<file path="src/u8u16_pkg.sv">
package u8u16_pkg;

  localparam int QueueDepth = 2;

  localparam logic [1:0] STATUS_OK      = 2'd0;
  localparam logic [1:0] STATUS_INVALID = 2'd1;
  localparam logic [1:0] STATUS_TRUNC   = 2'd2;

  localparam logic [7:0] BOM_LO = 8'hFF;
  localparam logic [7:0] BOM_HI = 8'hFE;

  // up to four output bytes made by one input byte; status and last belong to the final one
  typedef struct packed {
    logic [2:0]      cnt;
    logic [3:0][7:0] bytes;
    logic [1:0]      status;
    logic            last;
  } cmd_t;

endpackage

</file>
<file path="src/u8u16_front.sv">
module u8u16_front (
  input  logic              clk,
  input  logic              rst,
  input  logic              cfg_valid,
  output logic              cfg_ready,
  input  logic              output_mode,
  input  logic              in_valid,
  output logic              in_stall,
  input  logic [7:0]        in_byte,
  input  logic              end_of_text,
  output logic              push,
  output u8u16_pkg::cmd_t   push_cmd,
  input  logic              q_full
);

  logic        mode;
  logic        bom_pending, bom_pending_next;
  logic [1:0]  bytes_remaining, bytes_remaining_next;
  logic [2:0]  sequence_length, sequence_length_next;
  logic [20:0] code_acc, code_acc_next;
  logic        discarding, discarding_next;

  logic        accept;

  assign cfg_ready = 1'b1;
  assign in_stall  = q_full;
  assign accept    = in_valid && !in_stall;

  always_comb begin
    logic [2:0]  n;
    logic        err;
    logic [1:0]  err_status;
    logic [20:0] acc;
    logic [20:0] cp;
    logic [20:0] s;
    logic        overlong;
    logic        eot;

    n          = 3'd0;
    err        = 1'b0;
    err_status = u8u16_pkg::STATUS_OK;
    acc        = '0;
    cp         = '0;
    s          = '0;
    overlong   = 1'b0;
    eot        = end_of_text;

    bom_pending_next     = bom_pending;
    bytes_remaining_next = bytes_remaining;
    sequence_length_next = sequence_length;
    code_acc_next        = code_acc;
    discarding_next      = discarding;

    push_cmd        = '0;
    push_cmd.status = u8u16_pkg::STATUS_OK;

    if (!mode) begin
      bytes_remaining_next = '0;
      sequence_length_next = '0;
      code_acc_next        = '0;
      discarding_next      = 1'b0;
      if (eot) bom_pending_next = 1'b1;
      push_cmd.bytes[0] = in_byte;
      push_cmd.last     = eot;
      n                 = 3'd1;
    end else if (discarding) begin
      if (eot) begin
        discarding_next      = 1'b0;
        bom_pending_next     = 1'b1;
        bytes_remaining_next = '0;
        sequence_length_next = '0;
        code_acc_next        = '0;
      end
    end else begin
      if (bom_pending) begin
        push_cmd.bytes[0] = u8u16_pkg::BOM_LO;
        push_cmd.bytes[1] = u8u16_pkg::BOM_HI;
        n                 = 3'd2;
        bom_pending_next  = 1'b0;
      end

      if (bytes_remaining == 2'd0) begin
        if (!in_byte[7]) begin
          push_cmd.bytes[n[1:0]]        = in_byte;
          push_cmd.bytes[n[1:0] + 2'd1] = 8'h00;
          n                             = n + 3'd2;
          push_cmd.last                 = eot;
          if (eot) bom_pending_next = 1'b1;
        end else begin
          if (in_byte[7:5] == 3'b110) begin
            sequence_length_next = 3'd2;
            bytes_remaining_next = 2'd1;
            code_acc_next        = {16'd0, in_byte[4:0]};
          end else if (in_byte[7:4] == 4'b1110) begin
            sequence_length_next = 3'd3;
            bytes_remaining_next = 2'd2;
            code_acc_next        = {17'd0, in_byte[3:0]};
          end else if (in_byte[7:3] == 5'b11110) begin
            sequence_length_next = 3'd4;
            bytes_remaining_next = 2'd3;
            code_acc_next        = {18'd0, in_byte[2:0]};
          end else begin
            err        = 1'b1;
            err_status = u8u16_pkg::STATUS_INVALID;
          end
          if (!err && eot) begin
            err        = 1'b1;
            err_status = u8u16_pkg::STATUS_TRUNC;
          end
        end
      end else begin
        if (eot && bytes_remaining > 2'd1) begin
          err        = 1'b1;
          err_status = u8u16_pkg::STATUS_TRUNC;
        end else if (in_byte[7:6] != 2'b10) begin
          err        = 1'b1;
          err_status = u8u16_pkg::STATUS_INVALID;
        end else begin
          acc                  = {code_acc[14:0], in_byte[5:0]};
          code_acc_next        = acc;
          bytes_remaining_next = bytes_remaining - 2'd1;
          if (bytes_remaining == 2'd1) begin
            cp       = acc;
            overlong = (sequence_length == 3'd2 && cp < 21'h80)
                    || (sequence_length == 3'd3 && cp < 21'h800)
                    || (sequence_length == 3'd4 && cp < 21'h10000);
            bytes_remaining_next = '0;
            sequence_length_next = '0;
            code_acc_next        = '0;
            if (overlong || cp > 21'h10FFFF || (cp >= 21'hD800 && cp <= 21'hDFFF)) begin
              err        = 1'b1;
              err_status = u8u16_pkg::STATUS_INVALID;
            end else if (cp <= 21'hFFFF) begin
              push_cmd.bytes[n[1:0]]        = cp[7:0];
              push_cmd.bytes[n[1:0] + 2'd1] = cp[15:8];
              n                             = n + 3'd2;
              push_cmd.last                 = eot;
              if (eot) bom_pending_next = 1'b1;
            end else begin
              // surrogate pair: D800 + high ten bits, DC00 + low ten bits
              s                 = cp - 21'h10000;
              push_cmd.bytes[0] = s[17:10];
              push_cmd.bytes[1] = {6'b110110, s[19:18]};
              push_cmd.bytes[2] = s[7:0];
              push_cmd.bytes[3] = {6'b110111, s[9:8]};
              n                 = 3'd4;
              push_cmd.last     = eot;
              if (eot) bom_pending_next = 1'b1;
            end
          end
        end
      end

      if (err) begin
        bytes_remaining_next   = '0;
        sequence_length_next   = '0;
        code_acc_next          = '0;
        if (eot) begin
          discarding_next  = 1'b0;
          bom_pending_next = 1'b1;
        end else begin
          discarding_next  = 1'b1;
        end
        push_cmd.bytes[n[1:0]] = 8'h00;
        n                      = n + 3'd1;
        push_cmd.status        = err_status;
        push_cmd.last          = 1'b1;
      end
    end

    push_cmd.cnt = n;
  end

  assign push = accept && (push_cmd.cnt != 3'd0);

  always_ff @(posedge clk) begin
    if (rst) begin
      mode            <= 1'b0;
      bom_pending     <= 1'b1;
      bytes_remaining <= '0;
      sequence_length <= '0;
      code_acc        <= '0;
      discarding      <= 1'b0;
    end else begin
      if (cfg_valid && cfg_ready) mode <= output_mode;
      if (accept) begin
        bom_pending     <= bom_pending_next;
        bytes_remaining <= bytes_remaining_next;
        sequence_length <= sequence_length_next;
        code_acc        <= code_acc_next;
        discarding      <= discarding_next;
      end
    end
  end

endmodule

</file>
<file path="src/u8u16_queue.sv">
module u8u16_queue #(
  parameter int Depth = u8u16_pkg::QueueDepth
) (
  input  logic            clk,
  input  logic            rst,
  input  logic            push,
  input  u8u16_pkg::cmd_t push_cmd,
  output logic            full,
  output logic            q_valid,
  output u8u16_pkg::cmd_t q_cmd,
  input  logic            pop
);

  localparam int PtrW = (Depth > 1) ? $clog2(Depth) : 1;
  localparam int CntW = $clog2(Depth + 1);

  u8u16_pkg::cmd_t mem [Depth];
  logic [PtrW-1:0] wr_ptr, rd_ptr;
  logic [CntW-1:0] count;

  assign full    = (count == CntW'(Depth));
  assign q_valid = (count != '0);
  assign q_cmd   = mem[rd_ptr];

  always_ff @(posedge clk) begin
    if (push) mem[wr_ptr] <= push_cmd;
  end

  always_ff @(posedge clk) begin
    if (rst) begin
      wr_ptr <= '0;
      rd_ptr <= '0;
      count  <= '0;
    end else begin
      if (push) wr_ptr <= (wr_ptr == PtrW'(Depth - 1)) ? '0 : wr_ptr + 1'b1;
      if (pop)  rd_ptr <= (rd_ptr == PtrW'(Depth - 1)) ? '0 : rd_ptr + 1'b1;
      if (push && !pop)      count <= count + 1'b1;
      else if (pop && !push) count <= count - 1'b1;
    end
  end

endmodule

</file>
<file path="src/u8u16_back.sv">
module u8u16_back (
  input  logic            clk,
  input  logic            rst,
  input  logic            q_valid,
  input  u8u16_pkg::cmd_t q_cmd,
  output logic            pop,
  output logic            out_valid,
  input  logic            out_stall,
  output logic [7:0]      out_byte,
  output logic [1:0]      status,
  output logic            last_out
);

  u8u16_pkg::cmd_t cur;
  logic            cur_valid;
  logic [1:0]      idx;
  logic            adv;
  logic            final_byte;

  assign adv        = !out_valid || !out_stall;
  assign final_byte = ({1'b0, idx} == cur.cnt - 3'd1);
  // refill the current word as its last byte leaves, so commands run without a gap
  assign pop        = adv && q_valid && (!cur_valid || final_byte);

  always_ff @(posedge clk) begin
    if (rst) begin
      out_valid <= 1'b0;
      cur_valid <= 1'b0;
      idx       <= '0;
    end else if (adv) begin
      if (cur_valid) begin
        out_valid <= 1'b1;
        out_byte  <= cur.bytes[idx];
        status    <= final_byte ? cur.status : u8u16_pkg::STATUS_OK;
        last_out  <= final_byte && cur.last;
        if (final_byte) begin
          cur_valid <= q_valid;
          cur       <= q_cmd;
          idx       <= '0;
        end else begin
          idx <= idx + 2'd1;
        end
      end else begin
        out_valid <= 1'b0;
        cur_valid <= q_valid;
        cur       <= q_cmd;
        idx       <= '0;
      end
    end
  end

endmodule

</file>
<file path="src/utf8_to_utf16le_transcoder_core.sv">
// An accepted byte passes through the queue, the back end's current-command register and
// the output register before its first output byte appears. Throughput: one output byte per
// cycle while out_stall is low; one input byte per cycle while each makes at most one output
// byte and out_stall is low, otherwise the byte-wide back end holds input back via in_stall.
// Reset (rst, synchronous): pass-through mode, BOM due, decoder idle, queue empty.
module utf8_to_utf16le_transcoder_core #(
  parameter int QueueDepth = u8u16_pkg::QueueDepth
) (
  input  logic       clk,
  input  logic       rst,
  input  logic       cfg_valid,
  output logic       cfg_ready,
  input  logic       output_mode,
  input  logic       in_valid,
  output logic       in_stall,
  input  logic [7:0] in_byte,
  input  logic       end_of_text,
  output logic       out_valid,
  input  logic       out_stall,
  output logic [7:0] out_byte,
  output logic [1:0] status,
  output logic       last_out
);

  logic            push;
  u8u16_pkg::cmd_t push_cmd;
  logic            q_full;
  logic            q_valid;
  u8u16_pkg::cmd_t q_cmd;
  logic            pop;

  u8u16_front u_front (
    .clk         (clk),
    .rst         (rst),
    .cfg_valid   (cfg_valid),
    .cfg_ready   (cfg_ready),
    .output_mode (output_mode),
    .in_valid    (in_valid),
    .in_stall    (in_stall),
    .in_byte     (in_byte),
    .end_of_text (end_of_text),
    .push        (push),
    .push_cmd    (push_cmd),
    .q_full      (q_full)
  );

  u8u16_queue #(
    .Depth (QueueDepth)
  ) u_queue (
    .clk      (clk),
    .rst      (rst),
    .push     (push),
    .push_cmd (push_cmd),
    .full     (q_full),
    .q_valid  (q_valid),
    .q_cmd    (q_cmd),
    .pop      (pop)
  );

  u8u16_back u_back (
    .clk       (clk),
    .rst       (rst),
    .q_valid   (q_valid),
    .q_cmd     (q_cmd),
    .pop       (pop),
    .out_valid (out_valid),
    .out_stall (out_stall),
    .out_byte  (out_byte),
    .status    (status),
    .last_out  (last_out)
  );

endmodule
</file>
<file path="config.mk">
export PLATFORM = sky130hd
export DESIGN_NAME = utf8_to_utf16le_transcoder_core
export DESIGN_NICKNAME = d
export VERILOG_FILES = /design/src/u8u16_pkg.sv /design/src/u8u16_front.sv /design/src/u8u16_queue.sv /design/src/u8u16_back.sv /design/src/utf8_to_utf16le_transcoder_core.sv
export SDC_FILE = /design/constraint.sdc
export NUM_CORES = 1
export LEC_CHECK = 0
export ABC_CLOCK_PERIOD_IN_PS = 5550
export BUFFER_PORTS_ARGS = -buffer_cell sky130_fd_sc_hd__buf_2
export CAP_MARGIN = 20
export CORE_AREA = 2 2 124 102
export DETAILED_ROUTE_END_ITERATION = 8
export DIE_AREA = 0 0 126 104
export PLACE_DENSITY_LB_ADDON = 0.2
export SYNTH_ARGS = -nofsm -noshare
export SYNTH_HDL_FRONTEND = slang
export SYNTH_SLANG_ARGS = --single-unit
</file>
<file path="constraint.sdc">
create_clock -name clk -period 5.55 [get_ports clk]
set_input_delay 1.11 -clock clk [delete_from_list [all_inputs] [get_ports clk]]
set_output_delay 1.11 -clock clk [all_outputs]
set_load 0.02 [all_outputs]
</file>
Word level (Yosys, flattened, before mapping)
Memory sizes are Yosys's and may differ from the RTL's. A register that Yosys moved wholly into a read port is not among the register bits.
Cells that the tools add are included.
Widths: inputs -> output; s select.
- memory bits (writable): 76
- logic and storage cells: 251
- bits in registers: 80
- memories kept: 1
- bits of input ports: 15
- memory list (name ; words ; width ; read ports ; clocked after Yosys merged registers in ; wr ports ; RTL line ; source):
    u_queue.mem ; 2 ; 38 ; 1 ; 1 ; 1 ; u8u16_queue.sv:17 ; u8u16_pkg::cmd_t mem [Depth];
- mux-type cells: 143
- bitwise operators: 5
- reduce and logical (&&, ||, !) cells: 37
- equality and inequality tests: 17
- $add $sub $neg: 11
- $lt $le $gt $ge: 15
- operators with widths (cell ; count):
    $mux 32 ; 9
    $mux 15 ; 12
    $bwmux 32 ; 3
    $mux 3 ; 26
    $mux 38 ; 2
    $mux 35 ; 2
    $and 32x32->32 ; 2
    $not 32->32 ; 2
    $mux 2 ; 26
    $mux 1 ; 50
    $demux 8 s2 ; 3
    $mux 16 ; 3
    $le 21x16->1 const B ; 2
    $mux 8 ; 5
    $mux 24 ; 1
    $ge 21x16->1 const B ; 1
    $gt 21x21->1 const B ; 1
    $lt 21x12->1 const B ; 1
    $lt 21x17->1 const B ; 1
    $lt 21x8->1 const B ; 1
    $ne 5x5->1 const B ; 4
    $sub 20x17->20 const B ; 1
    $bmux 8 s2 ; 1
    $logic_and 1x1->1 ; 16
    other kinds (28) ; 53

Longest topological paths before layout
Gate-level depths: netlist of the first run.
- depth after elaboration: 24
- depth in mapped cells: 13
- mapped depth without buffers: 13

Cells and area by module
A second synthesis of the first run with hierarchy kept.
- cells, all modules: 483
- area, all modules: 6870.3 sq um
- by module, submodules not included (module ; sequential area each (sq um) ; cells an instance ; times used ; area an instance (sq um)):
    u8u16_queue ; 2382.3 ; 140 ; 1 ; 2955.3
    u8u16_back ; 1551.5 ; 93 ; 1 ; 1970.6
    u8u16_front ; 460.4 ; 250 ; 1 ; 1944.4

Worst setup path before layout of the first run
No wires, ideal clock.
- path kind: input-to-reg
- from: in in_byte[1]
- to: mem u_queue.mem[0][0] in the netlist's numbering (enable)
- required time: 5.112 ns
- stages on the path: 8
- buffers on the path: 0
- arrival time: 4.564 ns
- slack: 0.548 ns
- cells stage by stage: nand4_1 -> nor4_4 -> mux2i_1 -> o41ai_4 -> nor4_1 -> nor3b_1 -> a21oi_2 -> nor2b_1
- word-level cells in the longest chain between the ends: 21
- ends and longest elaborated chain (element ; RTL line ; source):
    start, declared ; utf8_to_utf16le_transcoder_core.sv:16 ; input logic [7:0] in_byte,
    $lt 21x8->1 / $lt 21x12->1 (equally long branches) ; u8u16_front.sv:124, u8u16_front.sv:125 ;
    $logic_and 1x1->1, on equally long branches ; u8u16_front.sv:124, u8u16_front.sv:125 ;
    $logic_or 1x1->1 ; u8u16_front.sv:125 ; || (sequence_length == 3'd3 && cp < 21'h800)
    $logic_or 1x1->1 ; u8u16_front.sv:126 ; || (sequence_length == 3'd4 && cp < 21'h10000);
    $logic_or 1x1->1 (2 in series) ; u8u16_front.sv:130 ; if (overlong || cp > 21'h10FFFF || (cp >= 21'hD800 && cp <= 21'hDFFF)) begin
    $mux 3 ; u8u16_front.sv:130 ;
    $mux 3 ; u8u16_front.sv:122 ; if (bytes_remaining == 2'd1) begin
    $mux 3 ; u8u16_front.sv:115 ; end else if (in_byte[7:6] != 2'b10) begin
    [... 5 more ...] ; - ;
    $mux 3 * ; u8u16_front.sv:154 ; if (err) begin
    $mux 3 * ; u8u16_front.sv:66 ; end else if (discarding) begin
    $mux 3 * ; u8u16_front.sv:57 ; if (!mode) begin
    $reduce_bool 3->1 * ; u8u16_front.sv:174 ; assign push = accept && (push_cmd.cnt != 3'd0);
    $logic_and 1x1->1 * ; u8u16_front.sv:174 ;
    net push ; utf8_to_utf16le_transcoder_core.sv:25 ; logic push;
    $mux 1 * ; u8u16_queue.sv:26 ; if (push) mem[wr_ptr] <= push_cmd;
    $mux 1 (not written as such) * ; u8u16_queue.sv:26 ;
    end, declared ; u8u16_queue.sv:17 ;
Mark *: on every way through the listed nets, which the timed path passes. The rest lies on a longest branch. The select of a mux whose other input is x is not followed.

Worst setup path after layout of the first run
- from: in in_byte[4]
- to: reg u_queue.count[1]
- word-level cells in the longest chain between the ends: 23
- ends and longest elaborated chain (element ; RTL line ; source):
    parallel branches: the longest is 15 deep, another holds $lt 21x8->1 ; - ;
    $mux 3 * ; u8u16_front.sv:154 ;
    $mux 3 * ; u8u16_front.sv:66 ;
    $mux 3 * ; u8u16_front.sv:57 ;
    $reduce_bool 3->1 * ; u8u16_front.sv:174 ;
    $logic_and 1x1->1 * ; u8u16_front.sv:174 ;
    net push ; utf8_to_utf16le_transcoder_core.sv:25 ;
    $logic_not 1->1 ; u8u16_queue.sv:38 ; else if (pop && !push) count <= count - 1'b1;
    $logic_and 1x1->1 ; u8u16_queue.sv:38 ;
    $reduce_bool 2->1 (no line) ; - ;
    end signal, assigned ; u8u16_queue.sv:37 ; if (push && !pop) count <= count + 1'b1;
    end signal, assigned ; u8u16_queue.sv:38 ;
    end, declared ; u8u16_queue.sv:19 ; logic [CntW-1:0] count;
Mark *: on every way through the listed nets, which the timed path passes. The select of a mux whose other input is x is not followed.
A chain may end at the register's enable or synchronous reset.

==> run metrics, run 1 <==
Post-Route Setup TNS 0 ns; Worst setup EP type flip-flop; ys flop type edfxtp_1; largest area contributor in the netlist edfxtp_1; die height between 100 and 150 um; Setup Fix Bufs, Post-CTS 0; pwr dens about 420 mW/mm2; clock buffer depth 2; initial drt markers 450; FMAX roughly 250 MHz; Syn Std Cell Area 0.00713 mm2; number of port buffers 27; register area share after synthesis between 60 and 70%; share of the synthesized area in the top cell type a little over half; Reg clk slew, reported paths 0.06 ns; worst-margin pin slew roughly 0.91 ns; post-detail-place hpwl roughly 11000 um; CP peak stage delay ~0.6 ns; share of flip-flops with an asynchronous set or reset 0%; Post-synth EDFFs roughly 130; wire per inst about 21 um; Pre-Repair DR Iteration Count 5; number of vias per cell between 6 and 7; Netlist cell types between 60 and 70; met1 GRT Util 36.9%; outcome complete, no violations; vias in the first global route between 4000 and 5000; total power ~3300 uW; diode count 0; Residual DRC 0; CP required 5.90 ns; largest net degree at the start of global routing 39; gr busiest metal met2; Hold Slack 0.490 ns; max-slew violations 0; final core occ roughly two thirds; ANT nets after route 0; routed vias 4670; Fill cells 902; CTS Sinks between 150 and 200; grt total ovfl 0; Layout Area Growth over Synthesis 11.1%; mean post-synth cell area between 10 and 15 um2; Clock Latency Late Sink roughly 0.42 ns; Root Buffer clkbuf_16; Num CTS Buffers 17; Seq cells post-synth between 150 and 200; count leader, synth edfxtp_1; I/O Pins 29; Slowest-stage cell, CP o31ai_1; Area contributors post-synth edfxtp_1 53%, dfxtp_1 9.0%, mux2_2 6.0%; FP Rows 36; core area ~0.012 mm2; worst-path cell chain buf_2, nand3_2, nor4_4, mux2i_1, o41ai_4, o31ai_1, o211a_1, a21oi_2, ha_1, or3_1, a21oi_1; all-layer global routing usage 25.2%; Clock Skew ~0.0081 ns; GR Layer Usage met3 under 10%; Multi-input gate area 0.00256 mm2; worst vdd ir between 0.0003 and 0.0004 V; Commonest cells post-synth 125 x edfxtp_1, 57 x nand2_1, 47 x a21oi_1, 38 x mux2_2, 34 x nor2_1; layout cell share with drive strength beyond 1 between 20% and 30%; Final Cycle Share ~71%; Final setup viols 0; post-CTS resize count 0; Hold WC Path Type reg2reg; grt met2 use between 30% and 40%; CTS tree built; Mapped Nets just under 600; Pleak 0.00273 uW; DP Worst Slack 1.20 ns; top cell family by delay on the critical path compound AO/OA/AOI/OAI gates; GPL Wtd Cong 0.960; Syn Inst Count roughly 570; FF-to-FF setup slack 1.89 ns; fin crit period a little under 4 ns; FF/Latch Area about 0.0044 mm2; RSZ-0062 raised after global routing false; die width about 130 um; maxcap violations 0; initial antenna violation count 0; final wirelength between 15000 and 20000 um; Rel. slew slack between 30 and 40%; Worst Path Buf+Inv 1; CP Launch Type input pin; first-pass GRT wire length 25000 um; Crit Path Max Fanout 7; Syn. warnings 0; CTS Hold Buffers Added 0; die area between 0.01 and 0.015 mm2; WS Path Type in2reg; CTS H-Tree Depth 4; final worst slack between 1.5 and 2 ns; Initial Util 59.9%; nets 609; Final Hold Fails 0; critical path arrival about 4.3 ns
-- logic make-up (layout without fill, tap and decap cells) --
family / after synthesis / in the layout / synth area share [%]
flops: 157 / 157 / 61.7
other cells: 1 / 1 / 0.0526
compound gates: 112 / 112 / 10.6
simple gates: 187 / 187 / 13.8
mux: 49 / 49 / 9.02
buf+inv: 46 / 75 / 2.60
xor+xnor: 7 / 7 / 0.860
fa+ha+maj: 8 / 8 / 1.40
-- power by group --
group          internal, uW  switching, uW  leakage, uW
sequential             1550           80.9      0.00145
combinational           278            386      0.00103
clock                   605            442     0.000240
-- layout make-up --
cell class                      instances  share of cell area [%]
Tap cell                              152                    2.40
Multi-Input combinational cell        364                    32.3
Sequential cell                       157                    55.5
Clock buffer                           18                    5.42
Timing Repair Buffer                   36                    2.61
Clock inverter                         11                    1.23
Inverter                               10                   0.474
-- per-stage QoR --
| stage | area [um2] | cells |
|---|---|---|
| after CTS | 7900 | 747 |
| after floorplan | 7130 | 567 |
| final | 7920 | 748 |
| after global routing | 7920 | 748 |
| after global placement | 7380 | 718 |
| after detailed placement | 7380 | 718 |
-- per-layer routing --
layer	up-vias	routed length, um
met5	-	0
met4	0	219
met3	20	918
met2	157	7380
met1	2325	7550
li1	2168	-
-- worst reg2reg max path: stages (launching register included) --
cell and delay (ns):
dfxtp_1 0.65, nand2_1 0.18, nor4_4 0.38, mux2i_1 0.40, o41ai_4 0.16, o31ai_1 0.60
o211a_1 0.27, a21oi_2 0.09, ha_1 0.34, or3_1 0.38, a21oi_1 0.15
-- sequential cells by signal, summed over array words and instances (netlist names), named ones only --
signal,count
u_back.cur_valid,1
u_front.sequence_length,3
u_front.code_acc,15
u_back.status,2
u_queue.mem,76
u_back.out_byte,8
u_back.last_out,1
u_back.out_valid,1
u_back.idx,2
u_front.mode,1
u_back.cur,38
u_queue.count,2
u_queue.rd_ptr,1
u_queue.wr_ptr,1
u_front.bytes_remaining,2
u_front.bom_pending,1
u_front.discarding,1
-- worst paths after layout --
kind | cells past startpoint | endpoint | start
worst max-delay path | 11 | u_queue.count[1]$_SDFFE_PP0P_ | in_byte[4]
worst min-delay path | 2 | u_front.bytes_remaining[0]$_SDFFE_PP0P_ | u_front.bytes_remaining[0]$_SDFFE_PP0P_
worst max register to register | 10 | u_queue.count[1]$_SDFFE_PP0P_ | u_front.code_acc[5]$_SDFFE_PP0P_
worst min register to register | 2 | u_front.bytes_remaining[0]$_SDFFE_PP0P_ | u_front.bytes_remaining[0]$_SDFFE_PP0P_
-- cells in the final DEF (no fill, tap or decap), drive strengths merged, types with 3 or more instances in the layout --
| master | synthesis | layout |
|---|---|---|
| a211o | 4 | 4 |
| a211oi | 3 | 3 |
| a21o | 7 | 7 |
| a21oi | 49 | 49 |
| a32o | 3 | 3 |
| and2 | 12 | 12 |
| buf | 8 | 36 |
| clkbuf | 28 | 18 |
| clkinv | 0 | 3 |
| clkinvlp | 0 | 6 |
| dfxtp | 32 | 32 |
| edfxtp | 125 | 125 |
| ha | 8 | 8 |
| inv | 10 | 11 |
| mux2 | 39 | 39 |
| mux4 | 8 | 8 |
| nand2 | 57 | 57 |
| nand2b | 6 | 6 |
| nand3 | 17 | 17 |
| nand3b | 4 | 4 |
| nand4 | 8 | 8 |
| nor2 | 35 | 35 |
| nor2b | 6 | 6 |
| nor3 | 12 | 12 |
| nor3b | 4 | 4 |
| nor4 | 6 | 6 |
| o21a | 4 | 4 |
| o21ai | 17 | 17 |
| o31ai | 8 | 8 |
| or2 | 3 | 3 |
| or3 | 6 | 6 |
| xor2 | 5 | 5 |
No activity file was read; power rests on OpenSTA's default activity.
==> run 2, diff against run 1 <==
--- a/config.mk
+++ b/config.mk
@@ -5,12 +5,12 @@
 export SDC_FILE = /design/constraint.sdc
 export NUM_CORES = 1
 export LEC_CHECK = 0
-export ABC_CLOCK_PERIOD_IN_PS = 5550
+export ABC_CLOCK_PERIOD_IN_PS = 3400
 export BUFFER_PORTS_ARGS = -buffer_cell sky130_fd_sc_hd__buf_2
 export CAP_MARGIN = 20
-export CORE_AREA = 2 2 124 102
+export CORE_AREA = 2 2 131 107
 export DETAILED_ROUTE_END_ITERATION = 8
-export DIE_AREA = 0 0 126 104
+export DIE_AREA = 0 0 133 109
 export PLACE_DENSITY_LB_ADDON = 0.2
 export SYNTH_ARGS = -nofsm -noshare
 export SYNTH_HDL_FRONTEND = slang
==> constraint.sdc (replaced) <==
create_clock -name clk -period 3.4 [get_ports clk]
set_input_delay 0.68 -clock clk [delete_from_list [all_inputs] [get_ports clk]]
set_output_delay 0.68 -clock clk [all_outputs]
set_load 0.02 [all_outputs]
==> run metrics, run 2 (synthesis results as in run 1) <==
outcome complete, no violations; ANT nets after route 0 (unchanged); Most flops, register u_queue.mem; Hold Crit Start u_front.bytes_remaining[0]$_SDFFE_PP0P_; FP Rows 38 (+5.6%); Pleak 0.00290 uW (+6.5%); Layout Area Growth over Synthesis 15.5%; FMAX 311 MHz; top cell family by delay on the critical path simple AND/OR/NAND/NOR gates; Crit Path Max Fanout 38 (+31); Setup Fix Bufs, Post-CTS 0 (unchanged); final core occ 62.0% (-4.5 points); Worst Path Buf+Inv 3 (+2); wire per inst 19.5 um (-9.2%); RSZ-0062 raised after global routing false; Initial Util 53.7% (-6.2 points); worst hold path endpoint u_front.bytes_remaining[0]$_SDFFE_PP0P_; grt met2 use 35.5% (-2.1 points); vias in the first global route 4620 (+1.5%); Hold Slack 0.485 ns (-0.00572 ns); most frequent cells in the layout 125 x edfxtp_1, 57 x nand2_1, 47 x a21oi_1, 38 x mux2_2, 34 x buf_4; critical path arrival 3.32 ns (-0.95 ns); Clock Skew 0.0122 ns (+0.00409 ns); clock buffer depth 2 (unchanged); Num CTS Buffers 17 (unchanged); CTS tree built; Post-Route Setup TNS 0 ns (unchanged); GPL Wtd Cong 0.969 (+0.87%); Worst setup EP type flip-flop; Final Cycle Share a little over nine tenths; CTS Sinks 157 (unchanged); first-pass GRT wire length 24900 um (-0.30%); worst-path cell chain inv_1, ha_1, or3b_2, nor2_2, mux2i_1, o41a_1, a211oi_2, nor3b_1, a21oi_2, buf_4, nor2b_4, buf_12; most common cell after layout, fill and taps aside edfxtp_1; largest net degree at the start of global routing 39 (unchanged); all-layer global routing usage 23.1% (-2.1 points); Pre-Repair DR Iteration Count 6 (+1); gr busiest metal met2; CP required 3.50 ns (-2.40 ns); final wirelength 15700 um (-2.2%); Reg clk slew, reported paths 0.06 ns (about the same); Rel. slew slack 40.6% (+1.1 points); biggest regs u_queue.mem x76, u_back.cur x38, u_front.code_acc x15; Clock Latency Late Sink 0.43 ns (about the same); CTS Hold Buffers Added 0 (unchanged); layout cell share with drive strength beyond 1 25.6% (+3.9 points); max reg flops 76 (unchanged); maxcap violations 0 (unchanged); worst-margin pin slew 0.868 ns (-0.0379 ns); DP Worst Slack 0.105 ns (-1.10 ns); Residual DRC 0 (unchanged); number of port buffers 27 (unchanged); fin crit period about 3.2 ns; core area 0.0133 mm2 (+12%); I/O Pins 29 (unchanged); max-slew violations 0 (unchanged); Fill cells 989 (+9.6%); initial antenna violation count 0 (unchanged); RR Endpoint u_queue.mem[0][23]$_DFFE_PP_; diode count 0 (unchanged); Final Hold Fails 0 (unchanged); routed vias 4813 (+3.1%); Worst R2R Start u_front.code_acc[10]$_SDFFE_PP0P_; pwr dens 682 mW/mm2 (+61%); met1 GRT Util 32.0% (-4.8 points); Hold WC Path Type reg2reg; die width 133 um (+5.6%); worst vdd ir 0.000484 V (+37%); WHS Path Cells 2 (unchanged); die area 0.0145 mm2 (+11%); Final setup viols 0 (unchanged); Slowest-stage cell, CP or3b_2; die height 109 um (+4.8%); WS Path Type reg2reg; nets 636 (+4.4%); final worst slack 0.180 ns (-1.45 ns); Root Buffer clkbuf_16; CP Launch Type flip-flop; CP peak stage delay 0.48 ns (-0.12 ns); number of vias per cell 5.97 (-4.4%); CTS H-Tree Depth 4 (unchanged); FF-to-FF setup slack 0.18 ns (-1.71 ns); Worst path depth 12 (+1); initial drt markers 481 (+6.9%); grt total ovfl 0 (unchanged); post-detail-place hpwl 10800 um (+0.87%); GR Layer Usage met3 6.37% (-0.11 points); worst r2r path cells 12 (+2)
run 2: worst max path at each step:
stage | end | slack (ns) | start
finish | u_queue.mem[0][23]$_DFFE_PP_ | 0.18 | u_front.code_acc[10]$_SDFFE_PP0P_
global route | u_queue.count[1]$_SDFFE_PP0P_ | 0.008 | u_front.code_acc[10]$_SDFFE_PP0P_
CTS | u_queue.mem[0][28]$_DFFE_PP_ | 0.17 | u_front.code_acc[10]$_SDFFE_PP0P_
detailed placement | u_queue.count[1]$_SDFFE_PP0P_ | 0.11 | in_byte[1]
global placement | u_queue.mem[1][21]$_DFFE_PP_ | 0.15 | in_byte[1]
floorplan | u_queue.mem[0][0]$_DFFE_PP_ | 0.01 | in_byte[1]
run 2: power breakdown:
group,internal (uW),switching (uW),total [uW]
Sequential,2530,98.3,2630
Clock,1080,745,1830
Combinational,494,654,1150
run 2: per-layer routing:
| layer | up-vias | wire, um | part of all wire (%) |
|---|---|---|---|
| li1 | 2223 | - | - |
| met1 | 2373 | 7290 | 46 |
| met2 | 188 | 7160 | 46 |
| met3 | 29 | 987 | 6.3 |
| met4 | 0 | 274 | 1.7 |
| met5 | - | 0 | 0 |
run 2: worst min-delay path: cells and delay by family, from the launching register on:
family	cells	cell delay, ns
compound gates	1	0.05
simple gates	1	0.06
flops	1	0.33
run 2: final cells by class:
type / count / area (um2) / area share (%)
sequential: 157 / 4390 / 53.4
clock inverter: 13 / 139 / 1.69
inverter: 10 / 37.5 / 0.456
tap: 180 / 225 / 2.74
multi-input combinational: 364 / 2570 / 31.2
timing repair buffer: 63 / 430 / 5.23
clock buffer: 19 / 433 / 5.26
run 2: repair_timing:
action | CTS | global route
endpoints found under the setup margin | 0 | 77
endpoints found under the hold margin | 0 | 0
resized for setup | 0 | 1
run 2: through the flow:
step | power, uW | instances | instance area [um2]
2_1_floorplan | 3470 | 567 | 7140
3_3_place_gp | 3770 | 774 | 7650
3_5_place_dp | 3830 | 774 | 7650
4_1_cts | 5670 | 806 | 8230
5_1_grt | 5880 | 806 | 8230
6_report | 5610 | 806 | 8230
==> run 3, diff against run 2 <==
--- a/config.mk
+++ b/config.mk
@@ -5,12 +5,13 @@
 export SDC_FILE = /design/constraint.sdc
 export NUM_CORES = 1
 export LEC_CHECK = 0
-export ABC_CLOCK_PERIOD_IN_PS = 3400
+export ABC_CLOCK_PERIOD_IN_PS = 3500
 export BUFFER_PORTS_ARGS = -buffer_cell sky130_fd_sc_hd__buf_2
 export CAP_MARGIN = 20
-export CORE_AREA = 2 2 131 107
+export CORE_AREA = 2 2 124 102
+export CTS_CLUSTER_DIAMETER = 100
 export DETAILED_ROUTE_END_ITERATION = 8
-export DIE_AREA = 0 0 133 109
+export DIE_AREA = 0 0 126 104
 export PLACE_DENSITY_LB_ADDON = 0.2
 export SYNTH_ARGS = -nofsm -noshare
 export SYNTH_HDL_FRONTEND = slang
==> constraint.sdc (replaced) <==
create_clock -name clk -period 3.5 [get_ports clk]
set_input_delay 0.7 -clock clk [delete_from_list [all_inputs] [get_ports clk]]
set_output_delay 0.7 -clock clk [all_outputs]
set_load 0.02 [all_outputs]
==> run metrics, run 3 (synthesis results as in run 1) <==
outcome complete, no violations; Final Cycle Share 93.5% (-1.2 points); Worst R2R Start u_front.code_acc[10]$_SDFFE_PP0P_; max-slew violations 0 (unchanged); critical path arrival 3.63 ns (+0.31 ns); GPL Wtd Cong 0.939 (-3.1%); worst-margin pin slew 0.852 ns (-0.0165 ns); post-detail-place hpwl 10800 um (-0.19%); CTS Hold Buffers Added 0 (unchanged); diode count 0 (unchanged); die area 0.0131 mm2 (-9.6%); Clock Skew 0.00733 ns (-0.00482 ns); clock buffer depth 2 (unchanged); grt total ovfl 0 (unchanged); FP Rows 36 (-5.3%); Rel. slew slack 43.2% (+2.6 points); Crit Path Max Fanout 6 (-84%); Critical path origin u_front.code_acc[10]$_SDFFE_PP0P_; Post-Route Setup TNS 0 ns (unchanged); layout cell share with drive strength beyond 1 25.8% (+0.24 points); Layout Area Growth over Synthesis 15.7%; wire per inst 20.3 um (+4.4%); Multi-input gate area 0.00256 mm2 (-0.34%); Finished Layout Cells 780 (-3.2%); biggest regs u_queue.mem x76, u_back.cur x38, u_front.code_acc x15; FF/Latch Area 0.00439 mm2 (unchanged); worst r2r path cells 12 (unchanged); CTS Sinks 157 (unchanged); Clock Latency Late Sink 0.43 ns (about the same); FMAX 306 MHz (-1.6%); post-CTS resize count 0 (unchanged); RR Endpoint u_queue.count[1]$_SDFFE_PP0P_; number of vias per cell 6.06 (+1.5%); Pleak 0.00294 uW (+1.3%); CTS H-Tree Depth 4 (unchanged); Final Hold Fails 0 (unchanged); Worst setup EP type flip-flop; die width 126 um (-5.3%); fin crit period 3.27 ns (+0.0512 ns); Initial Util 59.9% (+6.2 points); WS Path Type reg2reg; Fill cells 853 (-14%); most frequent cells in the layout 125 x edfxtp_1, 57 x nand2_1, 47 x a21oi_1, 38 x mux2_2, 34 x nor2_1; core area 0.0119 mm2 (-10%); worst vdd ir 0.000374 V (-23%); largest net degree at the start of global routing 39 (unchanged); Num CTS Buffers 17 (unchanged); Final setup viols 0 (unchanged); Residual DRC 0 (unchanged); I/O Pins 29 (unchanged); nets 638 (+0.31%); most common cell after layout, fill and taps aside edfxtp_1; initial antenna violation count 0 (unchanged); CP Launch Type flip-flop; RSZ-0062 raised after global routing false; CTS tree built; routed vias 4726 (-1.8%); Pre-Repair DR Iteration Count 5 (-1); Setup crit end u_queue.count[1]$_SDFFE_PP0P_; WHS Path Cells 2 (unchanged); maxcap violations 0 (unchanged); CP required 3.85 ns (+0.35 ns); final wirelength 15900 um (+1.0%); Most flops, register u_queue.mem; all-layer global routing usage 25.1% (+1.9 points); initial drt markers 486 (+1.0%); Root Buffer clkbuf_16; cell total after placement 747 (-3.5%); FF-to-FF setup slack 0.23 ns (+0.05 ns); vias in the first global route 4559 (-1.3%); pwr dens 672 mW/mm2 (-1.4%); ANT nets after route 0 (unchanged); first-pass GRT wire length 25000 um (about the same); Hold WC Path Type reg2reg; die height 104 um (-4.6%); number of port buffers 27 (unchanged); max reg flops 76 (unchanged); Reg clk slew, reported paths 0.06 ns (about the same)
==> run 3: changes by cell type in the layout (fill, tap and decap cells not counted), moves of 2 or more <==
cell / previous run / this run
inv_8: 0 / 2
clkinvlp_4: 3 / 5
buf_12: 2 / 4
clkbuf_1: 2 / 0
==> run 3: routing by layer <==
metal | up-vias | global-route usage (%) | wire length [um]
met4 | 0 | 9.11 | 262
met1 | 2304 | 36.1 | 7040
li1 | 2226 | - | -
met5 | - | 0 | 0
met2 | 179 | 37.4 | 7430
met3 | 17 | 5.97 | 1140
==> run 3: power by group <==
group / total, uW / switching (uW) / internal, uW
sequential: 2560 / 101 / 2460
combinational: 1160 / 654 / 505
clock: 1820 / 761 / 1060
==> run 3: how the worst min path moves through the flow <==
stage                                                       start                                 endpoint  slack [ns]
after global placement    u_front.bytes_remaining[0]$_SDFFE_PP0P_  u_front.bytes_remaining[0]$_SDFFE_PP0P_        0.47
final                     u_front.bytes_remaining[0]$_SDFFE_PP0P_  u_front.bytes_remaining[0]$_SDFFE_PP0P_        0.49
after detailed placement        u_front.code_acc[11]$_SDFFE_PP0P_        u_front.code_acc[11]$_SDFFE_PP0P_        0.48
after global routing            u_front.code_acc[11]$_SDFFE_PP0P_        u_front.code_acc[11]$_SDFFE_PP0P_        0.52
after floorplan                 u_front.code_acc[13]$_SDFFE_PP0P_        u_front.code_acc[13]$_SDFFE_PP0P_        0.45
after CTS                       u_front.code_acc[11]$_SDFFE_PP0P_        u_front.code_acc[11]$_SDFFE_PP0P_        0.49
==> run 3: worst max-delay path: stages (launching register included) <==
cell	delay, ns
dfxtp_1	0.36
inv_1	0.07
ha_1	0.17
or3b_2	0.47
nor2_1	0.19
mux2i_1	0.16
o41a_1	0.43
a211oi_2	0.26
nor3b_1	0.10
a21oi_2	0.19
ha_1	0.28
or3_1	0.37
a21oi_1	0.14
==> run 3: what timing repair did <==
item	in CTS	in global routing
endpoints found under the hold margin	0	0
buffers inserted	0	0
setup endpoints to repair	0	1
==> run 3: area by class of cell <==
| cell class | instances | area share, % |
|---|---|---|
| well taps | 152 | 2.31 |
| multi-input cells | 364 | 31.1 |
| clock buffers | 17 | 5.16 |
| repair buffers | 65 | 5.77 |
| inverters | 10 | 0.455 |
| flip-flops and latches | 157 | 53.3 |
| clock inverters | 15 | 1.94 |
==> run 3: stage by stage <==
stage | util, % | hold WS, ns | instance area (um2) | power (uW) | worst slack [ns]
6_report | 69.3 | 0.492 | 8240 | 5540 | 0.229
5_1_grt | 69.3 | 0.519 | 8240 | 5760 | 0.0396
4_1_cts | 69.2 | 0.493 | 8230 | 5580 | 0.0471
3_5_place_dp | 64.3 | 0.484 | 7650 | 3750 | 0.00663
3_3_place_gp | 64.3 | 0.469 | 7650 | 3710 | 0.118
2_1_floorplan | - | 0.453 | 7140 | 3370 | 0.0305
